===== src/assert_macros.svh =====
// Assertion macros used by the RTL core.
`ifndef ASSERT_MACROS_SVH
`define ASSERT_MACROS_SVH

// Same-cycle implication, disabled while reset is asserted.
`define ASSERT_NOW(label, clk, rst_n, ante, cons, msg) \
	label: assert property (@(posedge clk) disable iff (!(rst_n)) (ante) |-> (cons)) \
		else $error(msg);

// Next-cycle implication, disabled while reset is asserted.
`define ASSERT_NEXT(label, clk, rst_n, ante, cons, msg) \
	label: assert property (@(posedge clk) disable iff (!(rst_n)) (ante) |=> (cons)) \
		else $error(msg);

`endif


===== src/pidspc_pkg.sv =====
// Types and constants of the PID speed/position controller.
package pidspc_pkg;

	localparam int GAIN_W      = 16;
	localparam int LIMIT_W     = 15;
	localparam int DEADBAND_W  = 16;
	localparam int MAX_ERR_W   = 17;
	localparam int PERIOD_W    = 16;
	localparam int CFG_INDEX_W = 4;
	localparam int CFG_DATA_W  = 17;
	localparam int STATUS_W    = 2;

	localparam logic [LIMIT_W-1:0] LIMIT_RESET = 15'h7fff;

	// Configuration register indexes
	localparam logic [CFG_INDEX_W-1:0] REG_KP             = 4'd0;
	localparam logic [CFG_INDEX_W-1:0] REG_KI             = 4'd1;
	localparam logic [CFG_INDEX_W-1:0] REG_KD             = 4'd2;
	localparam logic [CFG_INDEX_W-1:0] REG_OUTPUT_LIMIT   = 4'd3;
	localparam logic [CFG_INDEX_W-1:0] REG_INTEGRAL_LIMIT = 4'd4;
	localparam logic [CFG_INDEX_W-1:0] REG_DEADBAND       = 4'd5;
	localparam logic [CFG_INDEX_W-1:0] REG_MAX_ERROR      = 4'd6;
	localparam logic [CFG_INDEX_W-1:0] REG_WRAP_PERIOD    = 4'd7;

	typedef enum logic [STATUS_W-1:0] {
		STATUS_NORMAL    = 2'd0,
		STATUS_MAX_ERROR = 2'd1,
		STATUS_DEADBAND  = 2'd2
	} status_t;

endpackage


===== src/pid_speed_position_controller_core.sv =====
// PID controller core: wrap handling, error cut-off, deadband, clamped P/I/D sum.
// A result is registered through a 4-stage pipeline after its request is accepted (stages:
// input/error, status and history, gain multipliers, integral and output clamp).
// Throughput: one request per cycle; the pipeline only stalls when the output register
// is full and not taken. Stages with bubbles keep accepting while a result waits.
// Reset (arst_n low, asynchronous): pipeline emptied, history and integral cleared,
// gains zero, limits at full scale, deadband, max_error and wrap_period disabled.
`include "assert_macros.svh"

module pid_speed_position_controller_core #(
	parameter int DATA_WIDTH     = 16,
	parameter int GAIN_FRAC_BITS = 8
) (
	input  logic                                  clk,
	input  logic                                  arst_n,
	input  logic                                  cfg_write,
	input  logic [pidspc_pkg::CFG_INDEX_W-1:0]    cfg_index,
	input  logic [pidspc_pkg::CFG_DATA_W-1:0]     cfg_data,
	input  logic                                  in_valid,
	output logic                                  in_ready,
	input  logic signed [DATA_WIDTH-1:0]          measured,
	input  logic signed [DATA_WIDTH-1:0]          target,
	output logic                                  out_valid,
	input  logic                                  out_ready,
	output logic signed [DATA_WIDTH-1:0]          drive,
	output logic [pidspc_pkg::STATUS_W-1:0]       status
);

	localparam int EW  = ((DATA_WIDTH > 16) ? DATA_WIDTH : 16) + 3; // error width
	localparam int DDW = EW + 2;                                    // second difference
	localparam int GW  = pidspc_pkg::GAIN_W + 1;                    // gain as signed
	localparam int PW  = EW + GW;
	localparam int DPW = DDW + GW;
	localparam int SW  = DPW + 2;                                   // term sum width
	localparam int IW  = pidspc_pkg::LIMIT_W + 1;                   // integral width

	// configuration registers
	logic [pidspc_pkg::GAIN_W-1:0]     kp_q, ki_q, kd_q;
	logic [pidspc_pkg::LIMIT_W-1:0]    output_limit_q, integral_limit_q;
	logic [pidspc_pkg::DEADBAND_W-1:0] deadband_q;
	logic [pidspc_pkg::MAX_ERR_W-1:0]  max_error_q;
	logic [pidspc_pkg::PERIOD_W-1:0]   wrap_period_q;

	// pipeline
	logic                      valid_s1, valid_s2, valid_s3, out_valid_q;
	logic signed [EW-1:0]      err_s1, err_s2;
	logic signed [DDW-1:0]     dd_s2;
	pidspc_pkg::status_t       status_s2, status_s3, status_q;
	logic signed [PW-1:0]      p_prod_s3, i_prod_s3;
	logic signed [DPW-1:0]     d_prod_s3;
	logic signed [DATA_WIDTH-1:0] drive_q;

	// controller state
	logic signed [EW-1:0]      err_last_q, err_prev_q;
	logic signed [IW-1:0]      integral_q;

	logic adv_out, adv3, adv2, accept;

	// ---------------- flow control ----------------
	assign adv_out  = valid_s3 && (!out_valid_q || out_ready);
	assign adv3     = valid_s2 && (!valid_s3 || adv_out);
	assign adv2     = valid_s1 && (!valid_s2 || adv3);
	assign in_ready = !valid_s1 || adv2;
	assign accept   = in_valid && in_ready;

	always_ff @(posedge clk or negedge arst_n) begin
		if (!arst_n) begin
			valid_s1    <= 1'b0;
			valid_s2    <= 1'b0;
			valid_s3    <= 1'b0;
			out_valid_q <= 1'b0;
		end else begin
			valid_s1    <= accept || (valid_s1 && !adv2);
			valid_s2    <= adv2 || (valid_s2 && !adv3);
			valid_s3    <= adv3 || (valid_s3 && !adv_out);
			out_valid_q <= adv_out || (out_valid_q && !out_ready);
		end
	end

	// ---------------- configuration ----------------
	always_ff @(posedge clk or negedge arst_n) begin
		if (!arst_n) begin
			kp_q             <= '0;
			ki_q             <= '0;
			kd_q             <= '0;
			output_limit_q   <= pidspc_pkg::LIMIT_RESET;
			integral_limit_q <= pidspc_pkg::LIMIT_RESET;
			deadband_q       <= '0;
			max_error_q      <= '0;
			wrap_period_q    <= '0;
		end else if (cfg_write) begin
			case (cfg_index)
				pidspc_pkg::REG_KP: begin
					kp_q <= cfg_data[pidspc_pkg::GAIN_W-1:0];
				end
				pidspc_pkg::REG_KI: begin
					ki_q <= cfg_data[pidspc_pkg::GAIN_W-1:0];
				end
				pidspc_pkg::REG_KD: begin
					kd_q <= cfg_data[pidspc_pkg::GAIN_W-1:0];
				end
				pidspc_pkg::REG_OUTPUT_LIMIT: begin
					output_limit_q <= cfg_data[pidspc_pkg::LIMIT_W-1:0];
				end
				pidspc_pkg::REG_INTEGRAL_LIMIT: begin
					integral_limit_q <= cfg_data[pidspc_pkg::LIMIT_W-1:0];
				end
				pidspc_pkg::REG_DEADBAND: begin
					deadband_q <= cfg_data[pidspc_pkg::DEADBAND_W-1:0];
				end
				pidspc_pkg::REG_MAX_ERROR: begin
					max_error_q <= cfg_data[pidspc_pkg::MAX_ERR_W-1:0];
				end
				pidspc_pkg::REG_WRAP_PERIOD: begin
					wrap_period_q <= cfg_data[pidspc_pkg::PERIOD_W-1:0];
				end
				default: begin
				end
			endcase
		end
	end

	// ---------------- stage 1: wrap adjust and error ----------------
	logic signed [EW-1:0] m_x, t_x, per_x, d_mt, d_tm, m_adj;

	assign m_x   = {{(EW-DATA_WIDTH){measured[DATA_WIDTH-1]}}, measured};
	assign t_x   = {{(EW-DATA_WIDTH){target[DATA_WIDTH-1]}}, target};
	assign per_x = $signed({{(EW-pidspc_pkg::PERIOD_W){1'b0}}, wrap_period_q});
	assign d_mt  = m_x - t_x;
	assign d_tm  = t_x - m_x;

	// measurement moves by one period only when it sits on the far side of the seam
	always_comb begin
		m_adj = m_x;
		if (wrap_period_q != '0) begin
			if ((d_mt <<< 1) > per_x) begin
				if ((m_x <<< 1) > per_x) begin
					m_adj = m_x - per_x;
				end
			end else if ((d_tm <<< 1) > per_x) begin
				if ((m_x <<< 1) < per_x) begin
					m_adj = m_x + per_x;
				end
			end
		end
	end

	always_ff @(posedge clk) begin
		if (accept) begin
			err_s1 <= t_x - m_adj;
		end
	end

	// ---------------- stage 2: status and error history ----------------
	logic [EW-1:0]         err_mag;
	logic                  too_large, in_band;
	pidspc_pkg::status_t   status_d;
	logic signed [DDW-1:0] dd_d;

	assign err_mag   = err_s1[EW-1] ? EW'(-err_s1) : EW'(err_s1);
	assign too_large = (max_error_q != '0) &&
		(err_mag > {{(EW-pidspc_pkg::MAX_ERR_W){1'b0}}, max_error_q});
	assign in_band   = (deadband_q != '0) &&
		(err_mag < {{(EW-pidspc_pkg::DEADBAND_W){1'b0}}, deadband_q});
	assign dd_d      = DDW'(err_s1) - (DDW'(err_last_q) <<< 1) + DDW'(err_prev_q);

	always_comb begin
		if (too_large) begin
			status_d = pidspc_pkg::STATUS_MAX_ERROR;
		end else if (in_band) begin
			status_d = pidspc_pkg::STATUS_DEADBAND;
		end else begin
			status_d = pidspc_pkg::STATUS_NORMAL;
		end
	end

	always_ff @(posedge clk) begin
		if (adv2) begin
			err_s2    <= err_s1;
			dd_s2     <= dd_d;
			status_s2 <= status_d;
		end
	end

	always_ff @(posedge clk or negedge arst_n) begin
		if (!arst_n) begin
			err_last_q <= '0;
			err_prev_q <= '0;
		end else if (adv2 && (status_d == pidspc_pkg::STATUS_NORMAL)) begin
			err_prev_q <= err_last_q;
			err_last_q <= err_s1;
		end
	end

	// ---------------- stage 3: gain products ----------------
	logic signed [GW-1:0] kp_s, ki_s, kd_s;

	assign kp_s = $signed({1'b0, kp_q});
	assign ki_s = $signed({1'b0, ki_q});
	assign kd_s = $signed({1'b0, kd_q});

	always_ff @(posedge clk) begin
		if (adv3) begin
			p_prod_s3 <= kp_s * err_s2;
			i_prod_s3 <= ki_s * err_s2;
			d_prod_s3 <= kd_s * dd_s2;
			status_s3 <= status_s2;
		end
	end

	// ---------------- output stage: integral and output clamp ----------------
	logic signed [SW-1:0] p_term, i_term, d_term, i_raw, i_new, ilim_p, ilim_n;
	logic signed [SW-1:0] sum, sum_clamped, olim_p, olim_n;
	logic signed [DATA_WIDTH-1:0] drive_d;

	// arithmetic shift drops fraction bits, rounding toward minus infinity
	assign p_term = SW'(p_prod_s3 >>> GAIN_FRAC_BITS);
	assign i_term = SW'(i_prod_s3 >>> GAIN_FRAC_BITS);
	assign d_term = SW'(d_prod_s3 >>> GAIN_FRAC_BITS);
	assign ilim_p = $signed({{(SW-pidspc_pkg::LIMIT_W){1'b0}}, integral_limit_q});
	assign ilim_n = -ilim_p;
	assign olim_p = $signed({{(SW-pidspc_pkg::LIMIT_W){1'b0}}, output_limit_q});
	assign olim_n = -olim_p;
	assign i_raw  = SW'(integral_q) + i_term;

	always_comb begin
		if (i_raw > ilim_p) begin
			i_new = ilim_p;
		end else if (i_raw < ilim_n) begin
			i_new = ilim_n;
		end else begin
			i_new = i_raw;
		end
		sum = p_term + i_new + d_term;
		if (sum > olim_p) begin
			sum_clamped = olim_p;
		end else if (sum < olim_n) begin
			sum_clamped = olim_n;
		end else begin
			sum_clamped = sum;
		end
		if (status_s3 == pidspc_pkg::STATUS_NORMAL) begin
			drive_d = sum_clamped[DATA_WIDTH-1:0];
		end else begin
			drive_d = '0;
		end
	end

	always_ff @(posedge clk) begin
		if (adv_out) begin
			drive_q  <= drive_d;
			status_q <= status_s3;
		end
	end

	always_ff @(posedge clk or negedge arst_n) begin
		if (!arst_n) begin
			integral_q <= '0;
		end else if (adv_out) begin
			case (status_s3)
				pidspc_pkg::STATUS_NORMAL: begin
					integral_q <= i_new[IW-1:0];
				end
				pidspc_pkg::STATUS_DEADBAND: begin
					integral_q <= '0;
				end
				default: begin
				end
			endcase
		end
	end

	assign out_valid = out_valid_q;
	assign drive     = drive_q;
	assign status    = status_q;

	// ---------------- assertions ----------------
	`ASSERT_NOW(a_zero_drive_off_normal, clk, arst_n,
		out_valid_q && (status_q != pidspc_pkg::STATUS_NORMAL), drive_q == '0, "drive not zero outside normal status")
	`ASSERT_NEXT(a_integral_held, clk, arst_n,
		!adv_out, $stable(integral_q), "integral changed without a result")
	`ASSERT_NEXT(a_deadband_clears, clk, arst_n,
		adv_out && (status_s3 == pidspc_pkg::STATUS_DEADBAND), integral_q == '0, "integral not cleared in deadband")
	`ASSERT_NEXT(a_history_held, clk, arst_n,
		!adv2, $stable(err_last_q) && $stable(err_prev_q), "error history changed without a request")

endmodule

===== config.mk =====
export PLATFORM = sky130hd
export DESIGN_NAME = pid_speed_position_controller_core
export DESIGN_NICKNAME = d
export VERILOG_FILES = /design/src/pidspc_pkg.sv /design/src/pid_speed_position_controller_core.sv
export VERILOG_INCLUDE_DIRS = /design/src /design/src/src
export SDC_FILE = /design/constraint.sdc
export NUM_CORES = 2
export LEC_CHECK = 0
export ABC_AREA = 1
export BUFFER_PORTS_ARGS = -buffer_cell sky130_fd_sc_hd__buf_4
export CAP_MARGIN = 15
export CORE_AREA = 10 10 279 549
export DETAILED_ROUTE_END_ITERATION = 8
export DIE_AREA = 0 0 289 559
export GPL_ROUTABILITY_DRIVEN = 0
export HOLD_SLACK_MARGIN = 0.12
export PLACE_DENSITY = 0.56
export SLEW_MARGIN = 0
export SYNTH_ARGS = -nofsm -noshare
export SYNTH_HDL_FRONTEND = slang
export SYNTH_SLANG_ARGS = --single-unit

===== constraint.sdc =====
create_clock -name clk -period 8.7 [get_ports clk]
set_input_delay 0.435 -clock clk [delete_from_list [all_inputs] [get_ports clk]]
set_output_delay 0.435 -clock clk [all_outputs]
set_load 0.01 [all_outputs]

==> metrics.md <==
| Metric | Value |
|---|---|
| Worst setup margin | 0.523 ns |
| Worst reg-to-reg path cell count | 46 |
| Initial antenna violation count | 11 |
| Ranking of synthesized cells by area | fa_1, inv_1, ha_1, nand2_1, edfxtp_1 |
| Synth area leader | fa_1 |
| Synth Area in XOR/XNOR | 3.70% |
| Final setup fails | 0 |
| Top_reg_cell synth | edfxtp_1 |
| Adder-Cell Fraction of Synth Area | 43.1% |
| Async SR Flop Fraction | 52.6% |
| Starting density of the core | 44.9% |
| CTS root buf | clkbuf_16 |
| Vias in the first global route | 56400 |
| Worst path bufs/invs | 6 |
| Worst-Margin Slew | 1.15 ns |
| Crit path max fanout | 12 |
| Slowest-stage cell, CP | dfrtp_2 |
| Synthesized flop and latch total | 352 |
| TritonCTS clock tree | built |
| Crit Path Category | flop to flop |
| Post-DR wirelength/cell | 20.6 µm |
| Synth Area in Simple Gates | 17.0% |
| Largest net degree at the start of global routing | 77 |
| First-pass GRT wire length | 317000 µm |
| Port bufs | 77 |
| Max cap viols | 0 |
| Non-Filler Instances | 10100 |
| Layout Nets | 9807 |
| Hold Path Class | input pin to flop |
| Placed Instances | 9972 |
| Routed WL | 207000 µm |
| CP startpoint kind | flop |
| Row cnt | 197 |
| Hold_sp | out_ready |
| CTS HTree Levels | 2 |
| Residual DRC | 0 |
| Initial DRC Count | 2637 |
| Fmax | 122 MHz |
| WHS Path Cells | 4 |
| Max-slew violations | 0 |
| Post-CTS setup buffers | 0 |
| Worst setup EP type | flop |
| Pre-CTS setup slack | 0.379 ns |
| Via density per instance | 5.22 |
| Setup_tns | 0 ns |
| Max Root-Sink Buffers | 3 |
| Avg Inst Size Synth | 7.90 µm² |
| Synth Area in Compound Gates | 7.44% |
| Worst-path clk slew | 0.07 ns |
| Mapped Area | 64600 µm² |
| Die Y | 559 µm |
| Synth top area share | 31.2% |
| Worst R2R Start | integral_q[15] |
| Final HPWL DP | 174000 µm |
| Post-Synthesis Cells | 8181 |
| Total Die Area | 162000 µm² |
| YS warnings | 0 |
| Share of the yosys chip area belonging to registers | 15.0% |
| Largest family of logic cells by synthesized area | adder cells |
| Most used cell, CP | nand2_1 |
| Slew margin rel. | 23.1% |
| Clk Latency, worst-skew pair | 0.64 ns |
| Worst r2r dst | drive[13] |
| Count of flip-flops with a built-in enable after synthesis | 167 |
| Final period util | 94.0% |
| Worst Path Arrival | 8.55 ns |
| Layout filler cell count | 14400 |
| CP top delay family | simple AND/OR/NAND/NOR gates |
| Antenna viol nets, final | 0 |
| Layout Area Growth over Synthesis | 6.70% |
| Final min period | 8.18 ns |
| Mux cell area share after synthesis | 0% |
| Total congestion overflow | 0 |
| Synth unique cells | 62 |
| Aggregate global-route resource usage | 25.7% |
| Share of cells above drive strength 1 | 4.46% |
| # clock sinks | 352 |
| Vias | 52500 |
| Status | finished, final reports clean |
| FF-to-FF setup slack | 0.52 ns |
| Hold Crit Endpoint | out_valid |
| I/O pin cnt | 78 |
| Final clock skew | 0.0370 ns |
| Placeable Area | 144000 µm² |
| Fin. Hold Viols | 0 |
| Slowest stage delay, CP | 0.50 ns |
| Die Span X | 289 µm |
| Detailed Routing Iterations Pass 1 | 6 |
| Worst endpoint required time | 9.07 ns |
| Mapped Nets | 9861 |
| CTS buffer count | 40 |
==> synthesized netlist by cell type, drive strengths merged (4+ instances only) <==
cell	instances
dfstp	30
and2	6
o311ai	4
nand3	266
o221ai	6
xnor2	77
xor2	196
ha	614
a21oi	382
a21boi	18
a31oi	28
clkbuf	247
o21ai	326
inv	2084
o2111ai	4
dfrtp	155
o21a	12
o31ai	4
nor4	20
nand2	1952
nand3b	8
nand4	62
o21bai	15
nor3	58
fa	1008
a211oi	13
edfxtp	167
a21o	21
nor2	321
buf	29
o211ai	29
==> worst max-delay path by stage <==
stage	depth (start not counted)	to	slack, ns	startpoint
2_1_floorplan	58	drive[8]	1.47	integral_q[15]
3_5_place_dp	48	drive[13]	0.38	i_prod_s3[8]
4_1_cts	48	drive[13]	0.31	i_prod_s3[8]
3_3_place_gp	48	drive[11]	0.40	i_prod_s3[8]
6_report	46	drive[13]	0.52	integral_q[15]
5_1_grt	51	drive[13]	-0.04	integral_q[15]
==> final cells by class <==
class / instances / area (µm²) / share of cell area, %
Antenna cell: 3 / 7.51 / 0.0109
Inverter: 2086 / 7830 / 11.4
Sequential cell: 352 / 9680 / 14.0
Clock buffer: 53 / 1140 / 1.66
Tap cell: 1890 / 2360 / 3.43
Timing Repair Buffer: 180 / 1390 / 2.02
Clock inverter: 21 / 308 / 0.446
Multi-Input combinational cell: 5467 / 46200 / 67.0
==> per-layer routing <==
metal | vias to the layer above | track usage [%] | share of wire [%]
met5 | - | 0 | 0.011
met4 | 4 | 19.3 | 9.0
met3 | 654 | 2.27 | 3.5
met2 | 1398 | 50.0 | 56
met1 | 25900 | 24.0 | 32
li1 | 24500 | - | -
==> cells by family after synthesis <==
kind of cell / after synthesis
buf+inv: 2362
simple gates: 2699
xor+xnor: 273
compound gates: 873
flops: 352
fa+ha+maj: 1622
==> state kept, by name, indices dropped and copies added (netlist names), 15 cells and up <==
| signal | cells |
|---|---|
| err_prev_q | 19 |
| dd_s2 | 21 |
| err_last_q | 19 |
| err_s1 | 19 |
| kp_q | 16 |
| err_s2 | 19 |
| d_prod_s3 | 30 |
| wrap_period_q | 16 |
| drive | 16 |
| i_prod_s3 | 28 |
| kd_q | 16 |
| integral_limit_q | 15 |
| integral_q | 16 |
| ki_q | 16 |
| max_error_q | 17 |
| deadband_q | 16 |
| p_prod_s3 | 28 |
| output_limit_q | 15 |
==> worst min-delay path, stage by stage <==
cell	delay (ns)
buf_4	0.07
inv_1	0.03
nand2_1	0.17
nand2_1	0.14
==> per-stage QoR <==
step | util (%) | cell area (µm²) | hold WS [ns]
6_report | 47.9 | 69000 | 0.260
2_1_floorplan | - | 64600 | 0.139
3_3_place_gp | 46.7 | 67300 | 0.466
5_1_grt | 47.9 | 69000 | 0.256
3_5_place_dp | 46.7 | 67300 | 0.473
4_1_cts | 47.8 | 68800 | 0.217
==> cells in the final DEF, fill, tap and decap left out, drive strengths merged, types with 3 or more instances in the layout <==
cell	synthesis	routed
inv	2084	2091
nand2	1952	1952
fa	1008	1008
ha	614	614
a21oi	382	382
o21ai	326	326
nor2	321	321
nand3	266	266
xor2	196	196
buf	29	176
edfxtp	167	167
dfrtp	155	155
xnor2	77	77
nand4	62	62
nor3	58	58
clkbuf	247	54
dfstp	30	30
o211ai	29	29
a31oi	28	28
a21o	21	21
nor4	20	20
a21boi	18	18
o21bai	15	15
a211oi	13	13
clkinv	2	13
o21a	12	12
nand3b	8	8
o221ai	6	6
and2	6	6
o31ai	4	4
o311ai	4	4
o2111ai	4	4
diode	0	3
bufinv	0	3
dlygate4sd3	0	3
==> repair_timing <==
action | 4_1_cts | 5_1_grt
hold buffers | 3 | 0
setup endpoints to repair | 0 | 16
resized for setup | 0 | 38
hold endpoints to repair | 37 | 0
Power is left out: the tool's default activity adds up to more than one toggle a clock period on the data nets, which glitch-free logic cannot reach.
